### config.mk
export PLATFORM = sky130hd
export DESIGN_NAME = touch_sample_qualifier_core
export DESIGN_NICKNAME = d
export VERILOG_FILES = /design/src/sv/tsq_pkg.sv /design/src/sv/touch_sample_qualifier_core.sv
export SDC_FILE = /design/constraint.sdc
export NUM_CORES = 1
export LEC_CHECK = 0
export BUFFER_PORTS_ARGS = -buffer_cell sky130_fd_sc_hd__buf_2
export CORE_UTILIZATION = 45
export CTS_CLUSTER_SIZE = 8
export DETAILED_ROUTE_END_ITERATION = 12
export GPL_TIMING_DRIVEN = 1
export PLACE_DENSITY = 0.68
export SETUP_SLACK_MARGIN = 0.05
export SLEW_MARGIN = 10
export SYNTH_ARGS = -nofsm -noshare
export SYNTH_HDL_FRONTEND = slang
export SYNTH_SLANG_ARGS = --single-unit
### constraint.sdc
create_clock -name i_clk -period 6.2 [get_ports i_clk]
set_clock_uncertainty 0.2 [all_clocks]
set_input_delay 1.86 -clock i_clk [delete_from_list [all_inputs] [get_ports i_clk]]
set_output_delay 1.86 -clock i_clk [all_outputs]
set_load 0.05 [all_outputs]
### src/sv/tsq_pkg.sv
`default_nettype none

package tsq_pkg;

    // Default number of triples summed into one average.
    localparam int AVG_SAMPLES_DEF = 4;

    // Field widths.
    localparam int WORD_W  = 16;
    localparam int VAL_W   = 12;
    localparam int TAG_W   = 3;
    localparam int PLIM_W  = 13;
    localparam int STAT_W  = 3;
    localparam int CIDX_W  = 3;
    localparam int CDATA_W = 13;

    // Converter word layout.
    localparam int PEN_BIT = 15;
    localparam int TAG_LSB = 12;

    // Result status codes.
    localparam logic [STAT_W-1:0] ST_LIFTED = 3'd0;
    localparam logic [STAT_W-1:0] ST_START  = 3'd1;
    localparam logic [STAT_W-1:0] ST_NOISE  = 3'd2;
    localparam logic [STAT_W-1:0] ST_ACCUM  = 3'd3;
    localparam logic [STAT_W-1:0] ST_AVG    = 3'd4;

    // Configuration register indexes.
    localparam logic [CIDX_W-1:0] CFG_THRESH = 3'd0;
    localparam logic [CIDX_W-1:0] CFG_FILT   = 3'd1;
    localparam logic [CIDX_W-1:0] CFG_PLIM   = 3'd2;
    localparam logic [CIDX_W-1:0] CFG_TAG_X  = 3'd3;
    localparam logic [CIDX_W-1:0] CFG_TAG_Y  = 3'd4;
    localparam logic [CIDX_W-1:0] CFG_TAG_P  = 3'd5;

    // Configuration reset values.
    localparam logic [VAL_W-1:0]  RST_THRESH = 12'd15;
    localparam logic              RST_FILT   = 1'b1;
    localparam logic [PLIM_W-1:0] RST_PLIM   = 13'd1024;
    localparam logic [TAG_W-1:0]  RST_TAG_X  = 3'd1;
    localparam logic [TAG_W-1:0]  RST_TAG_Y  = 3'd2;
    localparam logic [TAG_W-1:0]  RST_TAG_P  = 3'd3;

    // Triple sequencer phases.
    localparam logic [1:0] PH_X      = 2'd0;
    localparam logic [1:0] PH_Y      = 2'd1;
    localparam logic [1:0] PH_P      = 2'd2;
    localparam logic [1:0] PH_UNUSED = 2'd3;

endpackage

`default_nettype wire

### src/sv/touch_sample_qualifier_core.sv
`default_nettype none

// Channel   | Direction | Handshake                       | Payload
// ----------+-----------+---------------------------------+------------------------------------
// sample    | in        | i_sample_valid / o_sample_ready | i_sample_word[15:0]
// result    | out       | o_result_valid / i_result_ready | o_status, o_x_avg, o_y_avg, o_p_avg
// cfg       | in        | i_cfg_valid / o_cfg_ready       | i_cfg_index[2:0], i_cfg_data[12:0]
//
// One word per cycle is sustained while the output is not blocked: a word is held in the input register,
// where the sequencer, noise filter and accumulators update in a single pass,
// and its result (if any) is written to the output register when the stage advances.
// Result valid is driven by the output register, which follows the input register.
// Reset (synchronous, active low) clears the sequencer and restores register defaults.
// The input stage stalls only while it holds a result-producing word and the
// output register is full and not being taken.

module touch_sample_qualifier_core #(
    parameter int AVG_SAMPLES = tsq_pkg::AVG_SAMPLES_DEF
) (
    input  wire logic                        i_clk,
    input  wire logic                        i_rst_n,

    input  wire logic                        i_sample_valid,
    output logic                             o_sample_ready,
    input  wire logic [tsq_pkg::WORD_W-1:0]  i_sample_word,

    output logic                             o_result_valid,
    input  wire logic                        i_result_ready,
    output logic [tsq_pkg::STAT_W-1:0]       o_status,
    output logic [tsq_pkg::VAL_W-1:0]        o_x_avg,
    output logic [tsq_pkg::VAL_W-1:0]        o_y_avg,
    output logic [tsq_pkg::VAL_W-1:0]        o_p_avg,

    input  wire logic                        i_cfg_valid,
    output logic                             o_cfg_ready,
    input  wire logic [tsq_pkg::CIDX_W-1:0]  i_cfg_index,
    input  wire logic [tsq_pkg::CDATA_W-1:0] i_cfg_data
);

    localparam int VAL_W  = tsq_pkg::VAL_W;
    localparam int LOG_N  = $clog2(AVG_SAMPLES);
    localparam int SUM_W  = VAL_W + LOG_N;
    localparam int CNT_W  = LOG_N + 1;
    // Reciprocal for exact truncating division of a SUM_W-bit sum.
    localparam int SHIFT  = SUM_W + LOG_N;
    localparam longint RECIP = ((64'd1 << SHIFT) + AVG_SAMPLES - 1) / AVG_SAMPLES;
    localparam int RCP_W  = SHIFT + 1;
    localparam int PROD_W = SUM_W + RCP_W;
    localparam logic [CNT_W-1:0] CNT_LAST = CNT_W'(AVG_SAMPLES);

    // Configuration registers.
    logic [VAL_W-1:0]            r_thresh;
    logic                        r_filt;
    logic [tsq_pkg::PLIM_W-1:0]  r_plim;
    logic [tsq_pkg::TAG_W-1:0]   r_tag_x, r_tag_y, r_tag_p;

    // Input stage.
    logic                        r_in_vld;
    logic [tsq_pkg::WORD_W-1:0]  r_word;

    // Qualifier state.
    logic                        r_pen, n_pen;
    logic [1:0]                  r_phase, n_phase;
    logic                        r_np, n_np;
    logic [CNT_W-1:0]            r_cnt, n_cnt;
    logic [VAL_W-1:0]            r_hx, n_hx, r_hy, n_hy, r_hp, n_hp;
    logic [VAL_W-1:0]            r_px, n_px, r_py, n_py;
    logic [SUM_W-1:0]            r_sx, n_sx, r_sy, n_sy, r_sp, n_sp;

    // Output register.
    logic                        r_out_vld;
    logic [tsq_pkg::STAT_W-1:0]  r_status, n_status;
    logic [VAL_W-1:0]            r_xa, n_xa, r_ya, n_ya, r_pa, n_pa;

    logic                        res_vld;
    logic                        adv;
    logic                        out_free;
    logic                        pen;
    logic [tsq_pkg::TAG_W-1:0]   tag;
    logic [VAL_W-1:0]            val;
    logic [VAL_W-1:0]            hp_eff;
    logic [VAL_W-1:0]            dx, dy;
    logic                        jump;
    logic [CNT_W-1:0]            cnt_inc;
    logic [PROD_W-1:0]           prod_x, prod_y, prod_p;

    assign pen = r_word[tsq_pkg::PEN_BIT];
    assign tag = r_word[tsq_pkg::TAG_LSB +: tsq_pkg::TAG_W];
    assign val = r_word[VAL_W-1:0];

    // Handshake: the stage advances unless it owes a result to a full output.
    assign out_free       = !r_out_vld || i_result_ready;
    assign adv            = r_in_vld && (out_free || !res_vld);
    assign o_sample_ready = !r_in_vld || adv;
    assign o_cfg_ready    = 1'b1;

    // Distances to the previous accepted position.
    assign dx   = (r_px > r_hx) ? r_px - r_hx : r_hx - r_px;
    assign dy   = (r_py > r_hy) ? r_py - r_hy : r_hy - r_py;
    assign jump = r_filt && ((dx > r_thresh) || (dy > r_thresh));

    // Pressure phase keeps the old value for a wrong tag or a reading at or over the limit.
    assign hp_eff = ((tag == r_tag_p) && ({1'b0, val} < r_plim)) ? val : r_hp;
    assign cnt_inc = r_cnt + CNT_W'(1);

    // Averages by reciprocal multiply of the updated sums.
    assign prod_x = PROD_W'(n_sx) * PROD_W'(RECIP);
    assign prod_y = PROD_W'(n_sy) * PROD_W'(RECIP);
    assign prod_p = PROD_W'(n_sp) * PROD_W'(RECIP);

    // Sequencer, noise filter and accumulation for the word in the input register.
    always_comb begin
        n_pen    = r_pen;
        n_phase  = r_phase;
        n_np     = r_np;
        n_cnt    = r_cnt;
        n_hx     = r_hx;
        n_hy     = r_hy;
        n_hp     = r_hp;
        n_px     = r_px;
        n_py     = r_py;
        n_sx     = r_sx;
        n_sy     = r_sy;
        n_sp     = r_sp;
        res_vld  = 1'b0;
        n_status = tsq_pkg::ST_LIFTED;
        n_xa     = '0;
        n_ya     = '0;
        n_pa     = '0;
        if (!pen) begin
            n_phase = tsq_pkg::PH_X;
            n_cnt   = '0;
            if (r_pen) begin
                n_pen   = 1'b0;
                res_vld = 1'b1;
            end
        end else begin
            case (r_phase)
                tsq_pkg::PH_Y: begin
                    if (tag == r_tag_y) begin
                        n_hy    = val;
                        n_phase = tsq_pkg::PH_P;
                    end else begin
                        n_phase = tsq_pkg::PH_X;
                    end
                end
                tsq_pkg::PH_P: begin
                    n_hp    = hp_eff;
                    n_phase = tsq_pkg::PH_X;
                    res_vld = 1'b1;
                    if (r_pen && jump && !r_np) begin
                        n_np     = 1'b1;
                        n_status = tsq_pkg::ST_NOISE;
                    end else begin
                        if (r_pen && !jump) begin
                            n_np = 1'b0;
                        end
                        n_px = r_hx;
                        n_py = r_hy;
                        if (!r_pen) begin
                            n_pen    = 1'b1;
                            n_cnt    = '0;
                            n_np     = 1'b0;
                            n_status = tsq_pkg::ST_START;
                        end else begin
                            if (r_cnt == '0) begin
                                n_sx = SUM_W'(r_hx);
                                n_sy = SUM_W'(r_hy);
                                n_sp = SUM_W'(hp_eff);
                            end else begin
                                n_sx = r_sx + SUM_W'(r_hx);
                                n_sy = r_sy + SUM_W'(r_hy);
                                n_sp = r_sp + SUM_W'(hp_eff);
                            end
                            if (cnt_inc == CNT_LAST) begin
                                n_cnt    = '0;
                                n_status = tsq_pkg::ST_AVG;
                                n_xa     = prod_x[SHIFT +: VAL_W];
                                n_ya     = prod_y[SHIFT +: VAL_W];
                                n_pa     = prod_p[SHIFT +: VAL_W];
                            end else begin
                                n_cnt    = cnt_inc;
                                n_status = tsq_pkg::ST_ACCUM;
                            end
                        end
                    end
                end
                default: begin
                    // X phase; the unused phase code behaves the same way.
                    if (tag == r_tag_x) begin
                        n_hx    = val;
                        n_phase = tsq_pkg::PH_Y;
                    end else begin
                        n_phase = tsq_pkg::PH_X;
                    end
                end
            endcase
        end
    end

    // Control registers and configuration.
    always_ff @(posedge i_clk) begin
        if (!i_rst_n) begin
            r_thresh  <= tsq_pkg::RST_THRESH;
            r_filt    <= tsq_pkg::RST_FILT;
            r_plim    <= tsq_pkg::RST_PLIM;
            r_tag_x   <= tsq_pkg::RST_TAG_X;
            r_tag_y   <= tsq_pkg::RST_TAG_Y;
            r_tag_p   <= tsq_pkg::RST_TAG_P;
            r_in_vld  <= 1'b0;
            r_out_vld <= 1'b0;
            r_pen     <= 1'b0;
            r_phase   <= tsq_pkg::PH_X;
            r_np      <= 1'b0;
            r_cnt     <= '0;
            r_hp      <= '0;
        end else begin
            if (i_cfg_valid) begin
                case (i_cfg_index)
                    tsq_pkg::CFG_THRESH: r_thresh <= i_cfg_data[VAL_W-1:0];
                    tsq_pkg::CFG_FILT:   r_filt   <= i_cfg_data[0];
                    tsq_pkg::CFG_PLIM:   r_plim   <= i_cfg_data[tsq_pkg::PLIM_W-1:0];
                    tsq_pkg::CFG_TAG_X:  r_tag_x  <= i_cfg_data[tsq_pkg::TAG_W-1:0];
                    tsq_pkg::CFG_TAG_Y:  r_tag_y  <= i_cfg_data[tsq_pkg::TAG_W-1:0];
                    tsq_pkg::CFG_TAG_P:  r_tag_p  <= i_cfg_data[tsq_pkg::TAG_W-1:0];
                    default: ;
                endcase
            end
            if (o_sample_ready) begin
                r_in_vld <= i_sample_valid;
            end
            if (adv && res_vld) begin
                r_out_vld <= 1'b1;
            end else if (i_result_ready) begin
                r_out_vld <= 1'b0;
            end
            if (adv) begin
                r_pen   <= n_pen;
                r_phase <= n_phase;
                r_np    <= n_np;
                r_cnt   <= n_cnt;
                r_hp    <= n_hp;
            end
        end
    end

    // Payload registers.
    always_ff @(posedge i_clk) begin
        if (o_sample_ready && i_sample_valid) begin
            r_word <= i_sample_word;
        end
        if (adv) begin
            r_hx <= n_hx;
            r_hy <= n_hy;
            r_px <= n_px;
            r_py <= n_py;
            r_sx <= n_sx;
            r_sy <= n_sy;
            r_sp <= n_sp;
        end
        if (adv && res_vld) begin
            r_status <= n_status;
            r_xa     <= n_xa;
            r_ya     <= n_ya;
            r_pa     <= n_pa;
        end
    end

    assign o_result_valid = r_out_vld;
    assign o_status       = r_status;
    assign o_x_avg        = r_xa;
    assign o_y_avg        = r_ya;
    assign o_p_avg        = r_pa;

`ifndef SYNTHESIS
    // The sequencer never enters its unused phase.
    a_phase_used: assert property (@(posedge i_clk) disable iff (!i_rst_n)
        r_phase != tsq_pkg::PH_UNUSED)
        else $error("sequencer entered the unused phase");

    // The triple count stays below the averaging length.
    a_cnt_range: assert property (@(posedge i_clk) disable iff (!i_rst_n)
        r_cnt < CNT_LAST)
        else $error("triple count reached the averaging length");

    // Averages are zero on every result that is not an average.
    a_avg_zero: assert property (@(posedge i_clk) disable iff (!i_rst_n)
        (o_result_valid && o_status != tsq_pkg::ST_AVG) |->
        (o_x_avg == '0 && o_y_avg == '0 && o_p_avg == '0))
        else $error("nonzero average on a status result");

    // The input stage only stalls behind a full, blocked output register.
    a_stall_cause: assert property (@(posedge i_clk) disable iff (!i_rst_n)
        (r_in_vld && !o_sample_ready) |-> (o_result_valid && !i_result_ready))
        else $error("input stage stalled without output back pressure");
`endif

endmodule

`default_nettype wire
==> results of run 1 <==
==> power breakdown <==
part / total (mW) / internal [mW] / switching, mW
logic: 0.149 / 0.0605 / 0.0890
registers: 1.48 / 1.45 / 0.0247
clock network: 1.43 / 0.864 / 0.567
==> kinds of logic (layout without fill, tap and decap cells) <==
| family | Yosys count | in the layout | share of synthesized area, % |
|---|---|---|---|
| buffers and inverters | 164 | 262 | 5.22 |
| and+or+nand+nor | 357 | 357 | 13.7 |
| AOI/OAI and AO/OA | 316 | 316 | 15.8 |
| xor gates and xnor gates | 45 | 45 | 3.09 |
| DFF | 201 | 201 | 43.0 |
| other | 1 | 2 | 0.0294 |
| muxes | 73 | 73 | 6.01 |
| adders and majority gates | 130 | 130 | 13.2 |
==> worst paths after layout <==
kind,cells after the start,end,start,slack (ns)
setup / recovery,17,r_sx[9],r_hy[1],0.49
setup reg to reg,17,r_sx[9],r_hy[1],0.49
hold / removal,2,r_thresh[11],r_thresh[11],0.26
hold reg to reg,2,r_thresh[11],r_thresh[11],0.26
==> metal layers <==
metal / part of all wire [%] / vias to the layer above / track usage [%]
met5: 0 / - / 0
met4: 3.0 / 0 / 7.52
met3: 5.3 / 65 / 2.60
met2: 46 / 293 / 35.2
met1: 45 / 4658 / 29.2
li1: - / 4844 / -
==> placed cells by master (no fill, tap or decap), types with 21 or more instances in the layout <==
cell type / n
nor3_1: 21
a21oi_1: 97
ha_1: 123
inv_1: 112
o21ai_0: 67
a21o_1: 21
xnor2_1: 26
nand2_1: 121
buf_4: 26
a211oi_1: 28
buf_2: 77
nand3_1: 29
clkbuf_16: 29
edfxtp_1: 145
mux2i_1: 45
mux2_2: 28
and3_1: 27
nor2_1: 77
dfxtp_1: 56
==> flip-flops by register name (all words and copies together), names as in the netlist, 2 cells and up <==
signal,flops
r_sx,14
r_word,16
r_hp,12
r_hy,12
r_hx,12
o_status,3
r_tag_y,3
r_tag_x,3
o_p_avg,12
r_phase,2
r_tag_p,3
r_py,12
o_x_avg,12
r_cnt,3
o_y_avg,12
r_sy,14
r_plim,13
r_thresh,12
r_sp,14
r_px,12
==> critical path, cell delays in order, from the launching register on <==
cell	delay, ns
edfxtp_1	0.54
inv_1	0.21
fa_1	0.50
a21o_1	0.18
a21oi_1	0.26
o211a_1	0.24
o31ai_2	0.08
buf_4	0.20
mux2_2	0.28
a221oi_1	0.33
xnor2_1	0.22
ha_1	0.30
and4_1	0.22
a221o_1	0.35
o21ai_1	0.38
and3b_2	0.29
buf_4	0.28
mux2_2	0.38
==> cells in the mapped netlist, types with 6 or more instances <==
master      n
edfxtp_1  145
nand3_1    29
o21bai_1    8
clkbuf_1   34
nand4_1    15
o21a_1     14
a21o_1     21
dfxtp_1    56
nor3_1     21
mux2_2     28
mux2i_1    45
xor2_1     19
a211oi_1   28
o21ai_0    68
and3_1     27
or3_1       7
a21oi_1    97
fa_1        7
inv_1     112
nor2b_1    11
o211ai_1   10
nor3b_1     6
buf_2       8
a31oi_1    11
and2_1      6
nand2b_1   11
nand2_1   121
xnor2_1    26
ha_1      123
nor2_1     78
==> final cells by class <==
class | instances | area [um^2]
multi-input cells | 922 | 6620
repair buffers | 104 | 601
flip-flops and latches | 201 | 5480
diodes | 1 | 2.50
inverters | 113 | 424
clock buffers | 43 | 788
fillers | 2517 | 13400
clock inverters | 2 | 23.8
well taps | 378 | 473
==> what timing repair did <==
| item | 4_1_cts | 5_1_grt |
|---|---|---|
| hold endpoints to repair | 0 | 0 |
| setup buffers | 0 | 0 |
| resized for setup | 0 | 1 |
| setup endpoints to repair | 0 | 21 |
| hold buffers | 0 | 0 |
==> metrics.md, run 1 <==
| Metric | Value |
|---|---|
| Setup CP Type | register to register |
| Minimum hold slack | 0.255 ns |
| Net count after synthesis | 1454 |
| Top cells by area, synth | edfxtp_1 34%, ha_1 12%, dfxtp_1 8.8%, a21oi_1 3.8%, nand2_1 3.6% |
| Hold crit path type | register to register |
| Starting Density | 45.8% |
| CTS tree | built |
| DP HPWL | 23100 um |
| Run status | complete, no violations |
| Largest net degree at the start of global routing | 46 |
| Post-synth top area share | 34.2% |
| Ys flop type | edfxtp_1 |
| Worst setup margin | 0.493 ns |
| DRC Markers | 0 |
| Synth-to-layout area growth | 13.1% |
| TritonCTS Buffers | 29 |
| Async S/R FF share, synth | 0% |
| RSZ-0062 raised after global routing | false |
| CP Capture Type | register |
| Height of the die | 170 um |
| Clock Sinks | 201 |
| Crit path required time | 6.28 ns |
| PortBufs | 77 |
| CP Launch Type | register |
| ANT nets after route | 0 |
| Crit Path Max Fanout | 20 |
| Synth warn | 0 |
| Final instance area | 14400 um^2 |
| Reg clk slew, reported paths | 0.05 ns |
| Synth cell types | 71 |
| TritonRoute pass-1 iters | 5 |
| Worst-Margin Slew | 1.13 ns |
| CTS Root Cell | clkbuf_16 |
| First-pass GRT wire length | 49300 um |
| Area after DPL | 13600 um^2 |
| Post-synth EDFFs | 145 |
| Setup violations, final | 0 |
| Max_cap viols | 0 |
| Post-synth top area cell | edfxtp_1 |
| Post-synthesis cell count | 1287 |
| Pwr dens | 212 nW/um^2 |
| Number of global-route vias before repair | 9490 |
| Die ar. | 29000 um^2 |
| Num ports | 79 |
| Core Box Area | 27800 um^2 |
| Gr ovfl total | 0 |
| Final Max Tran Viols | 0 |
| Post-placement cell count | 1718 |
| VDD IR max | 0.219 mV |
| Sequential area share after synthesis | 43.0% |
| Final Cycle Share | 92.1% |
| Nets | 1538 |
| Wire per inst | 17.5 um |
| LEAKAGE | 5.91 nW |
| Mean post-synth cell area | 9.89 um^2 |
| Slew HR | 24.8% |
| Final min period | 5.71 ns |
| Achievable Freq | 175 MHz |
| DRT iter0 DRCs | 718 |
| Die W | 170 um |
| Global Route Usage Sum | 21.5% |
| WP data arrival | 5.79 ns |
| Detailed Route WL | 30900 um |
| Routability cong. | 0.932 |
| Layout cell share with drive strength beyond 1 | 12.8% |
| Total number of vias | 9860 |
| Clock buffer depth | 3 |
| Final core utilization | 51.8% |
| Antenna violations before repair | 2 |
| H-tree depth | 1 |
| FF+latch count, synth | 201 |
| Setup WS pre-CTS | 0.376 ns |
| Endpoints failing hold | 0 |
| Post-route setup TNS | 0 ns |
| Cell row count | 61 |
| Skew-Pair Late Insertion Delay | 0.55 ns |
| Vias per cell | 5.59 |
| Final Instance Count excl. Fillers | 1764 |
| Pwr Total | 3.06 mW |
| Mapped Area | 12700 um^2 |
(Power assumes the default switching activity.)
==> run 2, diff against run 1 <==
- CORE_UTILIZATION: 45 -> 47
- PLACE_DENSITY: 0.68 -> 0.71
- SKIP_CTS_REPAIR_TIMING: not set -> 1
==> metrics.md, run 2 (synthesis results as in run 1) <==
| Metric | Value |
|---|---|
| Run status | finished with violations |
| Failing checks | DRC |
| Largest register FFs | 16 |
| CP Capture Type | register |
| PortBufs | 77 |
| Reg clk slew, reported paths | 0.05 ns |
| Clock Sinks | 201 |
| Worst-Margin Slew | 1.18 ns |
| Global Route Usage Sum | 22.4% |
| DRC Markers | 4 |
| Hold crit path type | register to register |
| CP Launch Type | register |
| Die W | 167 um |
| Clock buffer depth | 3 |
| Num ports | 79 |
| Total number of vias | 9893 |
| Layout cell share with drive strength beyond 1 | 12.8% |
| CP Cell Sequence | inv_1, ha_1, nand4_1, or4_1, and3_1, nor3_1, nand3_1, a2111oi_0, a311oi_1, ha_1, nand3_1, nor4_1, nor3b_1, o21ai_0, buf_4, and3b_1, buf_12, nand2_1, buf_4, a211oi_1 |
| Antenna diodes | 0 |
| Core Box Area | 26400 um^2 |
| Detailed Route WL | 31300 um |
| Number of global-route vias before repair | 9630 |
| Commonest non-fill, non-tap cell in the layout | edfxtp_1 |
| ANT nets after route | 0 |
| Worst setup margin | 0.625 ns |
| Nets | 1537 |
| Pwr dens | 212 nW/um^2 |
| Commonest cells after routing, fill and taps aside | 145 x edfxtp_1, 123 x ha_1, 121 x nand2_1 |
| LEAKAGE | 5.90 nW |
| CTS Root Cell | clkbuf_16 |
| Most flop-heavy register | r_word |
| Final core utilization | 54.4% |
| Fill cells | 2344 |
| DRT iter0 DRCs | 678 |
| Register area | 5480 um^2 |
| Endpoints failing hold | 0 |
| Area of the multi-input gates | 6620 um^2 |
| Crit Path Max Fanout | 47 |
| Gr ovfl total | 0 |
| CTS tree | built |
| Routability cong. | 0.929 |
| Final Max Tran Viols | 0 |
| Achievable Freq | 179 MHz |
| Cell row count | 59 |
| Slowest CP cell | or4_1 |
| H-tree depth | 1 |
| Slowest Stage Delay on Critical Path | 0.53 ns |
| First-pass GRT wire length | 49800 um |
| Slew HR | 21.5% |
| Final Cycle Share | 89.9% |
| Setup WS pre-CTS | 0.462 ns |
| Final min period | 5.58 ns |
| Wire per inst | 18.2 um |
| Skew-Pair Late Insertion Delay | 0.55 ns |
| Antenna violations before repair | 0 |
| Largest net degree at the start of global routing | 55 |
| Die ar. | 27800 um^2 |
| Vias per cell | 5.76 |
| Synth-to-layout area growth | 12.6% |
| Starting Density | 48.3% |
| DP HPWL | 22800 um |
| Setup violations, final | 0 |
| Post-route setup TNS | 0 ns |
| Pwr Total | 3.04 mW |
| Height of the die | 167 um |
| Setup CP Type | register to register |
| TritonRoute pass-1 iters | 10 |
| Crit path required time | 6.36 ns |
| TritonCTS Buffers | 29 |
| WP data arrival | 5.73 ns |
| VDD IR max | 0.202 mV |
| RSZ-0062 raised after global routing | false |
| Max_cap viols | 0 |
## run 2: path summary, 6_finish.rpt
check,start,cells after the start,slack (ns),to
worst max-delay path,r_hx[5],20,0.62,o_p_avg[10]
worst min-delay path,r_plim[2],2,0.25,r_plim[2]
worst max register to register,r_hx[5],20,0.62,o_p_avg[10]
worst min register to register,r_plim[2],2,0.25,r_plim[2]
## run 2: layout make-up
| cell class | count | area share (%) |
|---|---|---|
| multi-input cells | 922 | 46.2 |
| well taps | 335 | 2.92 |
| clock inverters | 3 | 0.218 |
| repair buffers | 103 | 4.22 |
| inverters | 113 | 2.96 |
| clock buffers | 40 | 5.35 |
| flip-flops and latches | 201 | 38.2 |
## run 2: metal layers
metal	global-route usage [%]	part of all wire, %	vias to the layer above
li1	-	-	4838
met1	29.8	45	4687
met2	37.2	46	302
met3	3.02	5.8	66
met4	8.37	3.4	0
met5	0	0	-
## run 2: power by group
part / internal, mW / total (mW) / leakage [nW] / switching (mW)
Combinational: 0.0606 / 0.149 / 3.75 / 0.0883
Sequential: 1.45 / 1.48 / 1.77 / 0.0249
Clock: 0.847 / 1.42 / 0.382 / 0.568
Total: 2.36 / 3.04 / 5.90 / 0.682
## run 2: through the flow
| stage | instances | instance area, um^2 | hold slack [ns] |
|---|---|---|---|
| floorplan | 1287 | 12700 | 0.236 |
| global placement | 1674 | 13500 | 0.245 |
| detailed placement | 1674 | 13500 | 0.250 |
| CTS | 1717 | 14300 | 0.260 |
| global route | 1717 | 14300 | 0.276 |
| finish | 1717 | 14300 | 0.253 |
## run 2: critical path: cells and delay by family (launching register included)
family | cells | cell delay [ns]
and+or+nand+nor | 10 | 2.45
adders and majority gates | 2 | 0.75
AOI/OAI and AO/OA | 4 | 0.77
buffers and inverters | 4 | 0.77
DFF | 1 | 0.45
